**config.mk**
```make
export PLATFORM = sky130hd
export DESIGN_NAME = grid_cell_locate_bilinear_interp_unit
export DESIGN_NICKNAME = d
export VERILOG_FILES = /design/src/hdl/gcli_pkg.sv /design/src/hdl/gcli_div.sv /design/src/hdl/gcli_dp.sv /design/src/hdl/gcli_ctrl.sv /design/src/hdl/grid_cell_locate_bilinear_interp_unit.sv
export SDC_FILE = /design/constraint.sdc
export NUM_CORES = 2
export LEC_CHECK = 0
export BUFFER_PORTS_ARGS = -buffer_cell sky130_fd_sc_hd__buf_2
export CORE_MARGIN = 2
export CORE_UTILIZATION = 25
export CTS_CLUSTER_DIAMETER = 80
export DETAILED_ROUTE_END_ITERATION = 8
export SLEW_MARGIN = 20
export SYNTH_ARGS = -nofsm -noshare
export SYNTH_HDL_FRONTEND = slang
export SYNTH_HIERARCHICAL = 1
export SYNTH_SLANG_ARGS = --single-unit
```
**constraint.sdc**
```tcl
create_clock -name aclk -period 22.5 [get_ports aclk]
set_clock_uncertainty 0.05 [all_clocks]
set_input_delay 1.125 -clock aclk [delete_from_list [all_inputs] [get_ports aclk]]
set_output_delay 1.125 -clock aclk [all_outputs]
set_load 0.005 [all_outputs]
```
**src/hdl/gcli_pkg.sv**
```systemverilog
// Shared types, constants and command/status structs for the grid interpolation unit.
`default_nettype none

package gcli_pkg;

    // Configuration defaults
    localparam int MAX_NODES_DEF = 4096;
    localparam int CORNERS       = 4;
    localparam int CIDX_W        = $clog2(CORNERS);
    localparam int K_W           = $clog2(CORNERS + 1);

    // Field widths
    localparam int ACTION_W   = 2;
    localparam int COORD_W    = 32;
    localparam int VALUE_W    = 32;
    localparam int SPACE_W    = 31;
    localparam int COUNT_W    = 13;
    localparam int CELL_W     = 12;
    localparam int FRAC_W     = 16;
    localparam int WGT_W      = 17;
    localparam int DIFF_W     = COORD_W + 1;
    localparam int MA_W       = 33;
    localparam int MB_W       = 18;
    localparam int PROD_W     = MA_W + MB_W;
    localparam int ACC_W      = PROD_W + 2;
    localparam int QUO_W      = COORD_W + FRAC_W;
    localparam int CFG_IDX_W  = 3;
    localparam int CFG_DATA_W = 32;

    localparam logic [WGT_W-1:0] ONE_Q16    = 17'h10000;
    localparam logic [ACC_W-1:0] ROUND_HALF = ACC_W'(32768);

    typedef enum logic [ACTION_W-1:0] {
        ACT_LOCATE  = 2'd0,
        ACT_QUALIFY = 2'd1,
        ACT_INTERP  = 2'd2,
        ACT_NOP     = 2'd3
    } action_t;

    typedef enum logic [CFG_IDX_W-1:0] {
        CFG_ORIGIN_X = 3'd0,
        CFG_ORIGIN_Y = 3'd1,
        CFG_SPACE_X  = 3'd2,
        CFG_SPACE_Y  = 3'd3,
        CFG_COUNT_X  = 3'd4,
        CFG_COUNT_Y  = 3'd5
    } cfg_reg_t;

    typedef enum logic [2:0] {
        MS_IDLE  = 3'd0,
        MS_EXT_X = 3'd1,
        MS_EXT_Y = 3'd2,
        MS_WGT   = 3'd3,
        MS_VAL   = 3'd4
    } mul_sel_t;

    typedef enum logic [3:0] {
        S_IDLE,
        S_EXT_X,
        S_EXT_Y,
        S_CHK,
        S_DIVX_GO,
        S_DIVX_WAIT,
        S_DIVY_GO,
        S_DIVY_WAIT,
        S_WGT,
        S_ACC,
        S_FIN,
        S_DONE
    } state_t;

    typedef struct packed {
        logic              capture;
        logic              qualify;
        logic              set_null;
        logic              chk_x;
        logic              chk_xy;
        logic              div_start;
        logic              div_axis_y;
        logic              div_store;
        mul_sel_t          mul_sel;
        logic [CIDX_W-1:0] mul_idx;
        logic              wgt_wr;
        logic [CIDX_W-1:0] wgt_idx;
        logic              acc_add;
        logic              fin;
        logic              out_load;
    } gcli_cmd_t;

    typedef struct packed {
        logic loc_ok;
        logic null_now;
        logic div_done;
        logic out_free;
    } gcli_sts_t;

endpackage

`default_nettype wire

```
**src/hdl/gcli_div.sv**
```systemverilog
// Restoring divider, one quotient bit per cycle, for cell index and fraction.
`default_nettype none

module gcli_div import gcli_pkg::*; (
    input  wire logic               aclk,
    input  wire logic               aresetn,
    input  wire logic               start,
    input  wire logic [COORD_W-1:0] dividend,
    input  wire logic [SPACE_W-1:0] divisor,
    output logic      [QUO_W-1:0]   quotient,
    output logic                    done
);

    localparam int CNT_W = $clog2(QUO_W);

    logic [QUO_W-1:0]   quo_reg;
    logic [SPACE_W-1:0] rem_reg;
    logic [SPACE_W-1:0] dvs_reg;
    logic [CNT_W-1:0]   cnt_reg;
    logic               busy_reg;
    logic               done_reg;

    logic [SPACE_W:0]   shifted;
    logic [SPACE_W+1:0] trial;

    assign shifted = {rem_reg, quo_reg[QUO_W-1]};
    assign trial   = {1'b0, shifted} - {2'b0, dvs_reg};

    always_ff @(posedge aclk) begin
        if (!aresetn) begin
            busy_reg <= 1'b0;
            done_reg <= 1'b0;
            cnt_reg  <= '0;
        end else if (start) begin
            busy_reg <= 1'b1;
            done_reg <= 1'b0;
            cnt_reg  <= CNT_W'(QUO_W - 1);
        end else if (busy_reg) begin
            cnt_reg <= cnt_reg - 1'b1;
            if (cnt_reg == '0) begin
                busy_reg <= 1'b0;
                done_reg <= 1'b1;
            end
        end
    end

    always_ff @(posedge aclk) begin
        if (start) begin
            quo_reg <= {dividend, FRAC_W'(0)};
            rem_reg <= '0;
            dvs_reg <= divisor;
        end else if (busy_reg) begin
            if (!trial[SPACE_W+1]) begin
                rem_reg <= trial[SPACE_W-1:0];
                quo_reg <= {quo_reg[QUO_W-2:0], 1'b1};
            end else begin
                rem_reg <= shifted[SPACE_W-1:0];
                quo_reg <= {quo_reg[QUO_W-2:0], 1'b0};
            end
        end
    end

    assign quotient = quo_reg;
    assign done     = done_reg;

endmodule

`default_nettype wire

```
**src/hdl/gcli_dp.sv**
```systemverilog
// Datapath: configuration, located state, shared multiplier, divider and result register.
`default_nettype none

module gcli_dp import gcli_pkg::*; #(
    parameter int MAX_NODES = MAX_NODES_DEF
) (
    input  wire logic                  aclk,
    input  wire logic                  aresetn,
    input  wire logic                  cfg_wr_en,
    input  wire logic [CFG_IDX_W-1:0]  cfg_index,
    input  wire logic [CFG_DATA_W-1:0] cfg_wdata,
    input  wire logic signed [COORD_W-1:0] s_coord_x,
    input  wire logic signed [COORD_W-1:0] s_coord_y,
    input  wire logic                  s_owned_here,
    input  wire logic [CORNERS-1:0]    s_corner_defined,
    input  wire logic signed [VALUE_W-1:0] s_corner_value_0,
    input  wire logic signed [VALUE_W-1:0] s_corner_value_1,
    input  wire logic signed [VALUE_W-1:0] s_corner_value_2,
    input  wire logic signed [VALUE_W-1:0] s_corner_value_3,
    input  wire logic [CORNERS-1:0]    s_corner_null,
    input  wire gcli_cmd_t             cmd,
    output gcli_sts_t                  sts,
    output logic                       m_valid,
    input  wire logic                  m_ready,
    output logic                       m_inside_domain,
    output logic                       m_point_exists,
    output logic [CELL_W-1:0]          m_cell_x,
    output logic [CELL_W-1:0]          m_cell_y,
    output logic                       m_step_x,
    output logic                       m_step_y,
    output logic signed [VALUE_W-1:0]  m_interp_value,
    output logic                       m_interp_null
);

    localparam int CNT_W = $clog2(MAX_NODES + 1);
    localparam int IDX_W = $clog2(MAX_NODES);

    // Configuration registers
    logic signed [COORD_W-1:0] origin_x_reg, origin_y_reg;
    logic [SPACE_W-1:0]        space_x_reg, space_y_reg;
    logic [COUNT_W-1:0]        count_x_reg, count_y_reg;

    // Located state
    logic [CELL_W-1:0] cell_x_reg, cell_y_reg;
    logic              step_x_reg, step_y_reg;
    logic [FRAC_W-1:0] frac_x_reg, frac_y_reg;
    logic [WGT_W-1:0]  weight_reg [CORNERS];
    logic              within_reg, exists_reg;

    // Working registers
    logic signed [DIFF_W-1:0]  dx_reg, dy_reg;
    logic                      okx_reg;
    logic signed [VALUE_W-1:0] val_reg [CORNERS];
    logic signed [PROD_W-1:0]  prod_reg;
    logic signed [ACC_W-1:0]   acc_reg;
    logic signed [VALUE_W-1:0] res_value_reg;
    logic                      res_null_reg;

    // Result register
    logic                      m_valid_reg;
    logic                      m_inside_reg, m_exists_reg;
    logic [CELL_W-1:0]         m_cell_x_reg, m_cell_y_reg;
    logic                      m_step_x_reg, m_step_y_reg;
    logic signed [VALUE_W-1:0] m_value_reg;
    logic                      m_null_reg;

    logic [SPACE_W-1:0] spx_eff, spy_eff;
    logic [CNT_W-1:0]   nx_eff, ny_eff;
    logic [IDX_W-1:0]   nxm1, nym1;
    logic [31:0]        ncx_w, ncy_w;

    logic signed [MA_W-1:0] mul_a;
    logic signed [MB_W-1:0] mul_b;
    logic [WGT_W-1:0]       fx, fy, gx, gy, wa, wb;

    logic [QUO_W-1:0]   div_q;
    logic               div_done;
    logic [COORD_W-1:0] div_dvd;
    logic [SPACE_W-1:0] div_dvs;
    logic [IDX_W-1:0]   div_nm1;

    logic signed [ACC_W-1:0] rnd_sum;
    logic signed [ACC_W-1:0] rnd_shift;
    logic signed [VALUE_W-1:0] sat_value;

    function automatic logic ext_ok(input logic [DIFF_W-1:0] d,
                                    input logic [PROD_W-1:0] lim);
        return !d[DIFF_W-1] && ({{(PROD_W-DIFF_W){1'b0}}, d} <= lim);
    endfunction

    // Effective spacing and node counts
    assign spx_eff = (space_x_reg == '0) ? SPACE_W'(1) : space_x_reg;
    assign spy_eff = (space_y_reg == '0) ? SPACE_W'(1) : space_y_reg;
    assign ncx_w   = 32'(count_x_reg);
    assign ncy_w   = 32'(count_y_reg);

    always_comb begin
        if (ncx_w < 32'd2)                nx_eff = CNT_W'(2);
        else if (ncx_w > 32'(MAX_NODES))  nx_eff = CNT_W'(MAX_NODES);
        else                              nx_eff = ncx_w[CNT_W-1:0];
        if (ncy_w < 32'd2)                ny_eff = CNT_W'(2);
        else if (ncy_w > 32'(MAX_NODES))  ny_eff = CNT_W'(MAX_NODES);
        else                              ny_eff = ncy_w[CNT_W-1:0];
    end

    assign nxm1 = IDX_W'(nx_eff - CNT_W'(1));
    assign nym1 = IDX_W'(ny_eff - CNT_W'(1));

    // Configuration writes
    always_ff @(posedge aclk) begin
        if (!aresetn) begin
            origin_x_reg <= '0;
            origin_y_reg <= '0;
            space_x_reg  <= SPACE_W'(256);
            space_y_reg  <= SPACE_W'(256);
            count_x_reg  <= COUNT_W'(2);
            count_y_reg  <= COUNT_W'(2);
        end else if (cfg_wr_en) begin
            unique case (cfg_reg_t'(cfg_index))
                CFG_ORIGIN_X: origin_x_reg <= cfg_wdata;
                CFG_ORIGIN_Y: origin_y_reg <= cfg_wdata;
                CFG_SPACE_X:  space_x_reg  <= cfg_wdata[SPACE_W-1:0];
                CFG_SPACE_Y:  space_y_reg  <= cfg_wdata[SPACE_W-1:0];
                CFG_COUNT_X:  count_x_reg  <= cfg_wdata[COUNT_W-1:0];
                CFG_COUNT_Y:  count_y_reg  <= cfg_wdata[COUNT_W-1:0];
                default: ;
            endcase
        end
    end

    // Shared multiplier operands
    assign fx = {1'b0, frac_x_reg};
    assign fy = {1'b0, frac_y_reg};
    assign gx = ONE_Q16 - fx;
    assign gy = ONE_Q16 - fy;

    always_comb begin
        case (cmd.mul_idx)
            2'd0:    begin wa = gx; wb = gy; end
            2'd1:    begin wa = fx; wb = gy; end
            2'd2:    begin wa = fx; wb = fy; end
            default: begin wa = gx; wb = fy; end
        endcase
    end

    always_comb begin
        mul_a = '0;
        mul_b = '0;
        case (cmd.mul_sel)
            MS_EXT_X: begin
                mul_a = MA_W'(spx_eff);
                mul_b = MB_W'(nxm1);
            end
            MS_EXT_Y: begin
                mul_a = MA_W'(spy_eff);
                mul_b = MB_W'(nym1);
            end
            MS_WGT: begin
                mul_a = MA_W'(wa);
                mul_b = MB_W'(wb);
            end
            MS_VAL: begin
                mul_a = {val_reg[cmd.mul_idx][VALUE_W-1], val_reg[cmd.mul_idx]};
                mul_b = {1'b0, weight_reg[cmd.mul_idx]};
            end
            default: ;
        endcase
    end

    always_ff @(posedge aclk) begin
        if (cmd.mul_sel != MS_IDLE) begin
            prod_reg <= mul_a * mul_b;
        end
    end

    // Divider, shared by both axes
    assign div_dvd = cmd.div_axis_y ? dy_reg[COORD_W-1:0] : dx_reg[COORD_W-1:0];
    assign div_dvs = cmd.div_axis_y ? spy_eff : spx_eff;
    assign div_nm1 = cmd.div_axis_y ? nym1 : nxm1;

    gcli_div u_div (
        .aclk     (aclk),
        .aresetn  (aresetn),
        .start    (cmd.div_start),
        .dividend (div_dvd),
        .divisor  (div_dvs),
        .quotient (div_q),
        .done     (div_done)
    );

    // Capture of the request and working values
    always_ff @(posedge aclk) begin
        if (cmd.capture) begin
            dx_reg     <= {s_coord_x[COORD_W-1], s_coord_x} -
                          {origin_x_reg[COORD_W-1], origin_x_reg};
            dy_reg     <= {s_coord_y[COORD_W-1], s_coord_y} -
                          {origin_y_reg[COORD_W-1], origin_y_reg};
            val_reg[0] <= s_corner_value_0;
            val_reg[1] <= s_corner_value_1;
            val_reg[2] <= s_corner_value_2;
            val_reg[3] <= s_corner_value_3;
        end
        if (cmd.chk_x) begin
            okx_reg <= ext_ok(dx_reg, prod_reg);
        end
    end

    // Rounding to nearest, ties up, then saturation
    assign rnd_sum   = acc_reg + ROUND_HALF;
    assign rnd_shift = rnd_sum >>> FRAC_W;

    always_comb begin
        if (rnd_shift[ACC_W-1:VALUE_W-1] == '0 || rnd_shift[ACC_W-1:VALUE_W-1] == '1) begin
            sat_value = rnd_shift[VALUE_W-1:0];
        end else if (rnd_shift[ACC_W-1]) begin
            sat_value = {1'b1, {(VALUE_W-1){1'b0}}};
        end else begin
            sat_value = {1'b0, {(VALUE_W-1){1'b1}}};
        end
    end

    always_ff @(posedge aclk) begin
        if (cmd.capture) begin
            acc_reg <= '0;
        end else if (cmd.acc_add) begin
            acc_reg <= acc_reg + {{(ACC_W-PROD_W){prod_reg[PROD_W-1]}}, prod_reg};
        end
        if (cmd.capture) begin
            res_value_reg <= '0;
            res_null_reg  <= cmd.set_null;
        end else if (cmd.fin) begin
            res_value_reg <= sat_value;
        end
        if (cmd.div_store) begin
            if (cmd.div_axis_y) frac_y_reg <= div_q[FRAC_W-1:0];
            else                frac_x_reg <= div_q[FRAC_W-1:0];
        end
    end

    // Located state
    always_ff @(posedge aclk) begin
        if (!aresetn) begin
            within_reg <= 1'b0;
            exists_reg <= 1'b0;
            cell_x_reg <= '0;
            cell_y_reg <= '0;
            step_x_reg <= 1'b0;
            step_y_reg <= 1'b0;
            for (int k = 0; k < CORNERS; k++) weight_reg[k] <= '0;
        end else begin
            if (cmd.qualify) begin
                exists_reg <= within_reg && s_owned_here && (&s_corner_defined);
            end
            if (cmd.chk_xy) begin
                within_reg <= sts.loc_ok;
                exists_reg <= 1'b0;
            end
            if (cmd.div_store) begin
                if (cmd.div_axis_y) begin
                    cell_y_reg <= div_q[FRAC_W +: CELL_W];
                    step_y_reg <= (div_q[QUO_W-1:FRAC_W] != COORD_W'(div_nm1));
                end else begin
                    cell_x_reg <= div_q[FRAC_W +: CELL_W];
                    step_x_reg <= (div_q[QUO_W-1:FRAC_W] != COORD_W'(div_nm1));
                end
            end
            if (cmd.wgt_wr) begin
                weight_reg[cmd.wgt_idx] <= WGT_W'((prod_reg[33:0] + 34'd32768) >> FRAC_W);
            end
        end
    end

    // Result register
    always_ff @(posedge aclk) begin
        if (!aresetn) begin
            m_valid_reg <= 1'b0;
        end else if (cmd.out_load) begin
            m_valid_reg <= 1'b1;
        end else if (m_ready) begin
            m_valid_reg <= 1'b0;
        end
    end

    always_ff @(posedge aclk) begin
        if (cmd.out_load) begin
            m_inside_reg <= within_reg;
            m_exists_reg <= exists_reg;
            m_cell_x_reg <= cell_x_reg;
            m_cell_y_reg <= cell_y_reg;
            m_step_x_reg <= step_x_reg;
            m_step_y_reg <= step_y_reg;
            m_value_reg  <= res_value_reg;
            m_null_reg   <= res_null_reg;
        end
    end

    assign sts.loc_ok   = okx_reg && ext_ok(dy_reg, prod_reg);
    assign sts.null_now = !exists_reg || (s_corner_null != '0);
    assign sts.div_done = div_done;
    assign sts.out_free = !m_valid_reg || m_ready;

    assign m_valid         = m_valid_reg;
    assign m_inside_domain = m_inside_reg;
    assign m_point_exists  = m_exists_reg;
    assign m_cell_x        = m_cell_x_reg;
    assign m_cell_y        = m_cell_y_reg;
    assign m_step_x        = m_step_x_reg;
    assign m_step_y        = m_step_y_reg;
    assign m_interp_value  = m_value_reg;
    assign m_interp_null   = m_null_reg;

`ifndef SYNTH
    a_load_free: assert property (@(posedge aclk) disable iff (!aresetn)
        cmd.out_load |-> (!m_valid_reg || m_ready))
        else $error("result register overwritten while occupied");

    a_null_zero: assert property (@(posedge aclk) disable iff (!aresetn)
        (m_valid_reg && m_null_reg) |-> (m_value_reg == '0))
        else $error("null result carries a nonzero value");

    a_exists_inside: assert property (@(posedge aclk) disable iff (!aresetn)
        exists_reg |-> within_reg)
        else $error("point exists without lying inside the grid");

    a_wgt_located: assert property (@(posedge aclk) disable iff (!aresetn)
        cmd.wgt_wr |-> within_reg)
        else $error("weights written for a point outside the grid");
`endif

endmodule

`default_nettype wire

```
**src/hdl/gcli_ctrl.sv**
```systemverilog
// Controller: sequences locate, qualify and interpolate requests over the datapath.
`default_nettype none

module gcli_ctrl import gcli_pkg::*; (
    input  wire logic                aclk,
    input  wire logic                aresetn,
    input  wire logic                s_valid,
    input  wire logic [ACTION_W-1:0] s_action,
    output logic                     s_ready,
    input  wire gcli_sts_t           sts,
    output gcli_cmd_t                cmd
);

    state_t         state_reg, state_next;
    logic [K_W-1:0] k_reg, k_next;
    logic           k_last;

    assign k_last = (k_reg == K_W'(CORNERS));

    always_ff @(posedge aclk) begin
        if (!aresetn) begin
            state_reg <= S_IDLE;
            k_reg     <= '0;
        end else begin
            state_reg <= state_next;
            k_reg     <= k_next;
        end
    end

    // Next state
    always_comb begin
        state_next = state_reg;
        k_next     = k_reg;
        unique case (state_reg)
            S_IDLE: begin
                k_next = '0;
                if (s_valid) begin
                    unique case (action_t'(s_action))
                        ACT_LOCATE:  state_next = S_EXT_X;
                        ACT_QUALIFY: state_next = S_DONE;
                        ACT_INTERP:  state_next = sts.null_now ? S_DONE : S_ACC;
                        ACT_NOP:     state_next = S_DONE;
                    endcase
                end
            end
            S_EXT_X:     state_next = S_EXT_Y;
            S_EXT_Y:     state_next = S_CHK;
            S_CHK:       state_next = sts.loc_ok ? S_DIVX_GO : S_DONE;
            S_DIVX_GO:   state_next = S_DIVX_WAIT;
            S_DIVX_WAIT: if (sts.div_done) state_next = S_DIVY_GO;
            S_DIVY_GO:   state_next = S_DIVY_WAIT;
            S_DIVY_WAIT: begin
                k_next = '0;
                if (sts.div_done) state_next = S_WGT;
            end
            S_WGT: begin
                if (k_last) state_next = S_DONE;
                else        k_next = k_reg + 1'b1;
            end
            S_ACC: begin
                if (k_last) state_next = S_FIN;
                else        k_next = k_reg + 1'b1;
            end
            S_FIN:       state_next = S_DONE;
            S_DONE:      if (sts.out_free) state_next = S_IDLE;
        endcase
    end

    // Outputs
    always_comb begin
        cmd         = '0;
        cmd.mul_sel = MS_IDLE;
        cmd.mul_idx = k_reg[CIDX_W-1:0];
        cmd.wgt_idx = CIDX_W'(k_reg - 1'b1);
        s_ready     = 1'b0;
        unique case (state_reg)
            S_IDLE: begin
                s_ready = 1'b1;
                if (s_valid) begin
                    cmd.capture  = 1'b1;
                    cmd.qualify  = (action_t'(s_action) == ACT_QUALIFY);
                    cmd.set_null = (action_t'(s_action) == ACT_INTERP) && sts.null_now;
                end
            end
            S_EXT_X: cmd.mul_sel = MS_EXT_X;
            S_EXT_Y: begin
                cmd.mul_sel = MS_EXT_Y;
                cmd.chk_x   = 1'b1;
            end
            S_CHK:   cmd.chk_xy = 1'b1;
            S_DIVX_GO: cmd.div_start = 1'b1;
            S_DIVX_WAIT: cmd.div_store = sts.div_done;
            S_DIVY_GO: begin
                cmd.div_start  = 1'b1;
                cmd.div_axis_y = 1'b1;
            end
            S_DIVY_WAIT: begin
                cmd.div_axis_y = 1'b1;
                cmd.div_store  = sts.div_done;
            end
            S_WGT: begin
                cmd.mul_sel = k_last ? MS_IDLE : MS_WGT;
                cmd.wgt_wr  = (k_reg != '0);
            end
            S_ACC: begin
                cmd.mul_sel = k_last ? MS_IDLE : MS_VAL;
                cmd.acc_add = (k_reg != '0);
            end
            S_FIN:   cmd.fin = 1'b1;
            S_DONE:  cmd.out_load = sts.out_free;
        endcase
    end

endmodule

`default_nettype wire

```
**src/hdl/grid_cell_locate_bilinear_interp_unit.sv**
```systemverilog
// Top level of the regular-grid cell locate and bilinear interpolation unit.
`default_nettype none

// One request at a time enters on the s_ channel and gives exactly one result on
// the m_ channel, held in an output register so the next request is taken while
// the result waits. Locate subtracts the origin, checks each axis against the
// extent up to the last node with the shared multiplier, then runs one restoring
// divider, one quotient bit per cycle over 48 bits, per axis (x then y) to get
// the cell index and the Q0.16 fraction in one quotient, and forms the four
// weights with the shared multiplier. Qualify updates the exists flag at acceptance.
// Interpolate pushes the four corner products through the one 33x18 multiplier
// into an accumulator, rounds and saturates.
// Configuration (origin, spacing, node counts) is written through cfg_wr_en,
// cfg_index and cfg_wdata; the user must do so only while no request is in
// flight, as the block itself does not enforce it.
module grid_cell_locate_bilinear_interp_unit import gcli_pkg::*; #(
    parameter int MAX_NODES = MAX_NODES_DEF
) (
    input  wire logic                      aclk,
    input  wire logic                      aresetn,
    input  wire logic                      cfg_wr_en,
    input  wire logic [CFG_IDX_W-1:0]      cfg_index,
    input  wire logic [CFG_DATA_W-1:0]     cfg_wdata,
    input  wire logic                      s_valid,
    output logic                           s_ready,
    input  wire logic [ACTION_W-1:0]       s_action,
    input  wire logic signed [COORD_W-1:0] s_coord_x,
    input  wire logic signed [COORD_W-1:0] s_coord_y,
    input  wire logic                      s_owned_here,
    input  wire logic [CORNERS-1:0]        s_corner_defined,
    input  wire logic signed [VALUE_W-1:0] s_corner_value_0,
    input  wire logic signed [VALUE_W-1:0] s_corner_value_1,
    input  wire logic signed [VALUE_W-1:0] s_corner_value_2,
    input  wire logic signed [VALUE_W-1:0] s_corner_value_3,
    input  wire logic [CORNERS-1:0]        s_corner_null,
    output logic                           m_valid,
    input  wire logic                      m_ready,
    output logic                           m_inside_domain,
    output logic                           m_point_exists,
    output logic [CELL_W-1:0]              m_cell_x,
    output logic [CELL_W-1:0]              m_cell_y,
    output logic                           m_step_x,
    output logic                           m_step_y,
    output logic signed [VALUE_W-1:0]      m_interp_value,
    output logic                           m_interp_null
);

    gcli_cmd_t cmd;
    gcli_sts_t sts;

    // Sequence each request
    gcli_ctrl u_ctrl (
        .aclk     (aclk),
        .aresetn  (aresetn),
        .s_valid  (s_valid),
        .s_action (s_action),
        .s_ready  (s_ready),
        .sts      (sts),
        .cmd      (cmd)
    );

    // Hold configuration and located state, do the arithmetic
    gcli_dp #(
        .MAX_NODES (MAX_NODES)
    ) u_dp (
        .aclk             (aclk),
        .aresetn          (aresetn),
        .cfg_wr_en        (cfg_wr_en),
        .cfg_index        (cfg_index),
        .cfg_wdata        (cfg_wdata),
        .s_coord_x        (s_coord_x),
        .s_coord_y        (s_coord_y),
        .s_owned_here     (s_owned_here),
        .s_corner_defined (s_corner_defined),
        .s_corner_value_0 (s_corner_value_0),
        .s_corner_value_1 (s_corner_value_1),
        .s_corner_value_2 (s_corner_value_2),
        .s_corner_value_3 (s_corner_value_3),
        .s_corner_null    (s_corner_null),
        .cmd              (cmd),
        .sts              (sts),
        .m_valid          (m_valid),
        .m_ready          (m_ready),
        .m_inside_domain  (m_inside_domain),
        .m_point_exists   (m_point_exists),
        .m_cell_x         (m_cell_x),
        .m_cell_y         (m_cell_y),
        .m_step_x         (m_step_x),
        .m_step_y         (m_step_y),
        .m_interp_value   (m_interp_value),
        .m_interp_null    (m_interp_null)
    );

endmodule

`default_nettype wire
```
==> summary.md <==
| Metric | Value |
|---|---|
| First-pass GRT wire length | `slightly below 300000 µm` |
| CTS tree | `done` |
| Slack of the critical path | `~12000 ps` |
| Count of mapped cells out of synthesis | `~6500` |
| Cell area after layout | `about 0.070 mm²` |
| Starting utilization of the core area | `between 20% and 30%` |
| FFs w/ async S/R, synth | `0%` |
| Clock slew seen by the registers of the worst setup and hold paths | `approximately 60 ps` |
| Post-cts hold buffer count | `0` |
| RR Endpoint | `u_dp/prod_reg[50]` |
| Area share of the leading cell type in the synthesized netlist | `22.9%` |
| Register-to-register path setup slack | `roughly 12000 ps` |
| Flip-flop and latch count after synthesis | `~800` |
| Floorplan die area | `between 0.2 and 0.3 mm²` |
| Pin count of the biggest net entering global routing | `around 170` |
| Top cells by area, synth | `sky130_fd_sc_hd__edfxtp_1 23%, sky130_fd_sc_hd__fa_1 17%, sky130_fd_sc_hd__dfxtp_1 11%, sky130_fd_sc_hd__ha_1 6.9%, sky130_fd_sc_hd__inv_1 5.3%` |
| Hold Path Depth | `0` |
| Number of routed nets with antenna violations | `0` |
| Top-Level Pins | `between 300 and 400` |
| Number of nets in the layout | `about 8000` |
| Shortest clock period the worst path allows after layout | `about 11000 ps` |
| Clock sink count | `around 800` |
| Max Slew Vio Count | `0` |
| Number of warnings printed during yosys synthesis | `6` |
| Unrepaired setup endpoints after global routing | `false` |
| Slowest cell on the critical path | `sky130_fd_sc_hd__nor2_4` |
| HPWL reported at the end of detailed placement | `153000 µm` |
| Final total power | `roughly 5700 µW` |
| Crit path DAT | `10950 ps` |
| Number of antenna violations at the first check in global routing | `11` |
| Total routing usage reported by global routing | `roughly 15%` |
| Primary FF master, synth | `sky130_fd_sc_hd__edfxtp_1` |
| Met2 global-route usage | `a little under a quarter` |
| CTS H-Tree Depth | `3` |
| Share of the core filled with cells in the final layout | `28.5%` |
| Cell with the most instances on the worst path | `sky130_fd_sc_hd__fa_1` |
| WL/cell | `between 15 and 20 µm` |
| Leftover overflow at the end of global routing | `0` |
| Number of flip-flops under the largest register name | `between 100 and 150` |
| Critical path required time | `between 20000 and 25000 ps` |
| End of the worst hold path | `u_dp/m_interp_value[25]` |
| Fraction of final layout cells with drive strength greater than 1 | `between 10% and 20%` |
| Synth cell count leaders | `876 x sky130_fd_sc_hd__inv_1, 765 x sky130_fd_sc_hd__nand2_1, 698 x sky130_fd_sc_hd__nor2_1` |
| Category of the worst setup path capture point | `register` |
| Number of cell rows | `182` |
| GPL Wtd Cong | `~0.95` |
| Critical path launch point type | `register` |
| Post-detailed-routing wire length | `195000 µm` |
| Power density over the cells | `around 80 mW/mm²` |
| Global routing's busiest layer | `met2` |
| CP Class | `register to register` |
| 1st-iter DRT viols | `roughly 4200` |
| Number of detailed-route iterations in the first pass | `6` |
| Crit path launch | `u_ctrl/k_reg[0]` |
| Largest vdd supply drop | `~0.063 mV` |
| Die height | `between 500 and 600 µm` |
| Number of buffers and inverters on the critical path | `4` |
| Delay of the slowest cell on the worst path | `820 ps` |
| Max clock buf depth | `3` |
| Sequential fraction of the synthesis area | `between 30% and 40%` |
| Highest fanout seen on the critical path | `35` |
| Start point of the worst min-delay path | `u_dp/res_value_reg[25]` |
| Relative max-transition margin | `about a quarter` |
| Port Buffer Count | `around 300` |
| Vias/cell | `between 4 and 5` |
| Min-Delay Path Class | `register to register` |
| Cell area after placement | `approximately 0.067 mm²` |
| Leading area contributor after synthesis | `sky130_fd_sc_hd__edfxtp_1` |
| Post-Synthesis Mean Instance Area | `~9.5 µm²` |
| Final Hold Fails | `0` |
| FF-to-FF path depth | `30` |
| Root buffer selected by CTS | `sky130_fd_sc_hd__clkbuf_16` |
| Worst reg2reg path startpoint | `u_ctrl/k_reg[0]` |
| Setup WS pre-CTS | `12090 ps` |
| Via count of the first global-routing pass | `a little under 50000` |
| Maximum frequency from static timing analysis | `between 0.09 and 0.1 GHz` |
| Transition time of the tightest slew-check pin | `1110 ps` |
| Setup_tns | `0 ps` |
| Share of the clock period used by the worst path | `between 40% and 50%` |
| Cell with the most instances after synthesis | `sky130_fd_sc_hd__inv_1` |
| Inserted Clock Buffers | `92` |
| Number of synthesized flops with an enable pin | `471` |
| Run status | `finished, final reports clean` |
| Post-CTS setup-driven buffer insertion count | `0` |
| Die Span X | `between 500 and 600 µm` |
| Met1 routing resource usage after global routing | `between 20% and 30%` |
| Area Overhead vs Synth | `13.4%` |
| Met3 track demand over resource in global routing | `under 10%` |
| Clock latency at the later pin of the worst-skew pair | `730 ps` |
| Resized cells post-CTS | `0` |
| Distinct cell type count after synthesis | `between 90 and 100` |
| Detailed-route via count | `47900` |
| Max-capacitance violation count | `0` |
| Syn_nets | `7610` |
| Cell type group with the largest total delay on the critical path | `adder cells` |
| Final setup violation count | `0` |
| Leakage Power | `between 0.02 and 0.03 µW` |
| Core ar. | `about 0.25 mm²` |
| DRC viols | `0` |
| Netlist Area Pre-Place | `between 0.06 and 0.07 mm²` |
==> logic make-up after synthesis <==
kind of cell / synth area share [%]
compound gates: 12.8
xor+xnor: 3.65
buf+inv: 7.23
simple gates: 14.9
fa+ha+maj: 24.1
flops: 33.5
mux: 3.82
==> through the flow <==
| stage | hold slack, ps | instances |
|---|---|---|
| 6_report | 377 | 9977 |
| 3_5_place_dp | 363 | 9797 |
| 3_3_place_gp | 359 | 9797 |
| 5_1_grt | 383 | 9973 |
| 2_1_floorplan | 350 | 6495 |
| 4_1_cts | 378 | 9970 |
==> cells in the final DEF, fill, tap and decap left out, types with 145 or more instances in the layout <==
cell type,netlist,routed
sky130_fd_sc_hd__edfxtp_1,471,471
sky130_fd_sc_hd__xnor2_1,170,170
sky130_fd_sc_hd__inv_1,876,875
sky130_fd_sc_hd__nor2_1,698,694
sky130_fd_sc_hd__fa_1,529,529
sky130_fd_sc_hd__dfxtp_1,328,325
sky130_fd_sc_hd__a21oi_1,230,229
sky130_fd_sc_hd__nand2_1,765,764
sky130_fd_sc_hd__buf_2,15,304
sky130_fd_sc_hd__o21ai_0,147,145
sky130_fd_sc_hd__ha_1,343,343
sky130_fd_sc_hd__a21boi_0,186,186
==> report_power, final <==
group          switching [µW]  leakage [µW]  internal (µW)
logic                    1330        0.0200            705
registers                 235       0.00710           1840
clock network             661       0.00151            891
total                    2230        0.0286           3430
==> metal layers <==
layer	part of all wire (%)	wire [µm]	vias up
li1	-	-	22100
met1	45	86600	23600
met2	44	86200	1782
met3	6.7	13000	351
met4	4.5	8720	4
met5	0.0082	16	-
==> worst reg2reg max path, delay by kind of cell, from the launching register on <==
kind	cells	cell delay, ps
buffers and inverters	4	580
xor gates and xnor gates	1	150
AOI/OAI and AO/OA	7	1870
and+or+nand+nor	10	3410
DFF	1	620
adders and majority gates	8	3610
==> worst max path at each step <==
| stage | end | slack, ps | cells past startpoint |
|---|---|---|---|
| 2_1_floorplan | u_dp/prod_reg[49] | 13340 | 37 |
| 3_3_place_gp | u_dp/prod_reg[50] | 12180 | 30 |
| 3_5_place_dp | u_dp/prod_reg[49] | 12090 | 33 |
| 4_1_cts | u_dp/prod_reg[49] | 12060 | 33 |
| 5_1_grt | u_dp/prod_reg[49] | 11280 | 31 |
| 6_report | u_dp/prod_reg[50] | 11950 | 30 |
==> area by class of cell <==
type	count	area, µm²
well taps	3220	4030
diodes	7	17.5
clock inverters	60	682
flip-flops and latches	799	20700
fillers	25800	176000
clock buffers	113	2440
inverters	878	3300
multi-input cells	4523	36900
repair buffers	377	2080
(Power assumes the default switching activity.)
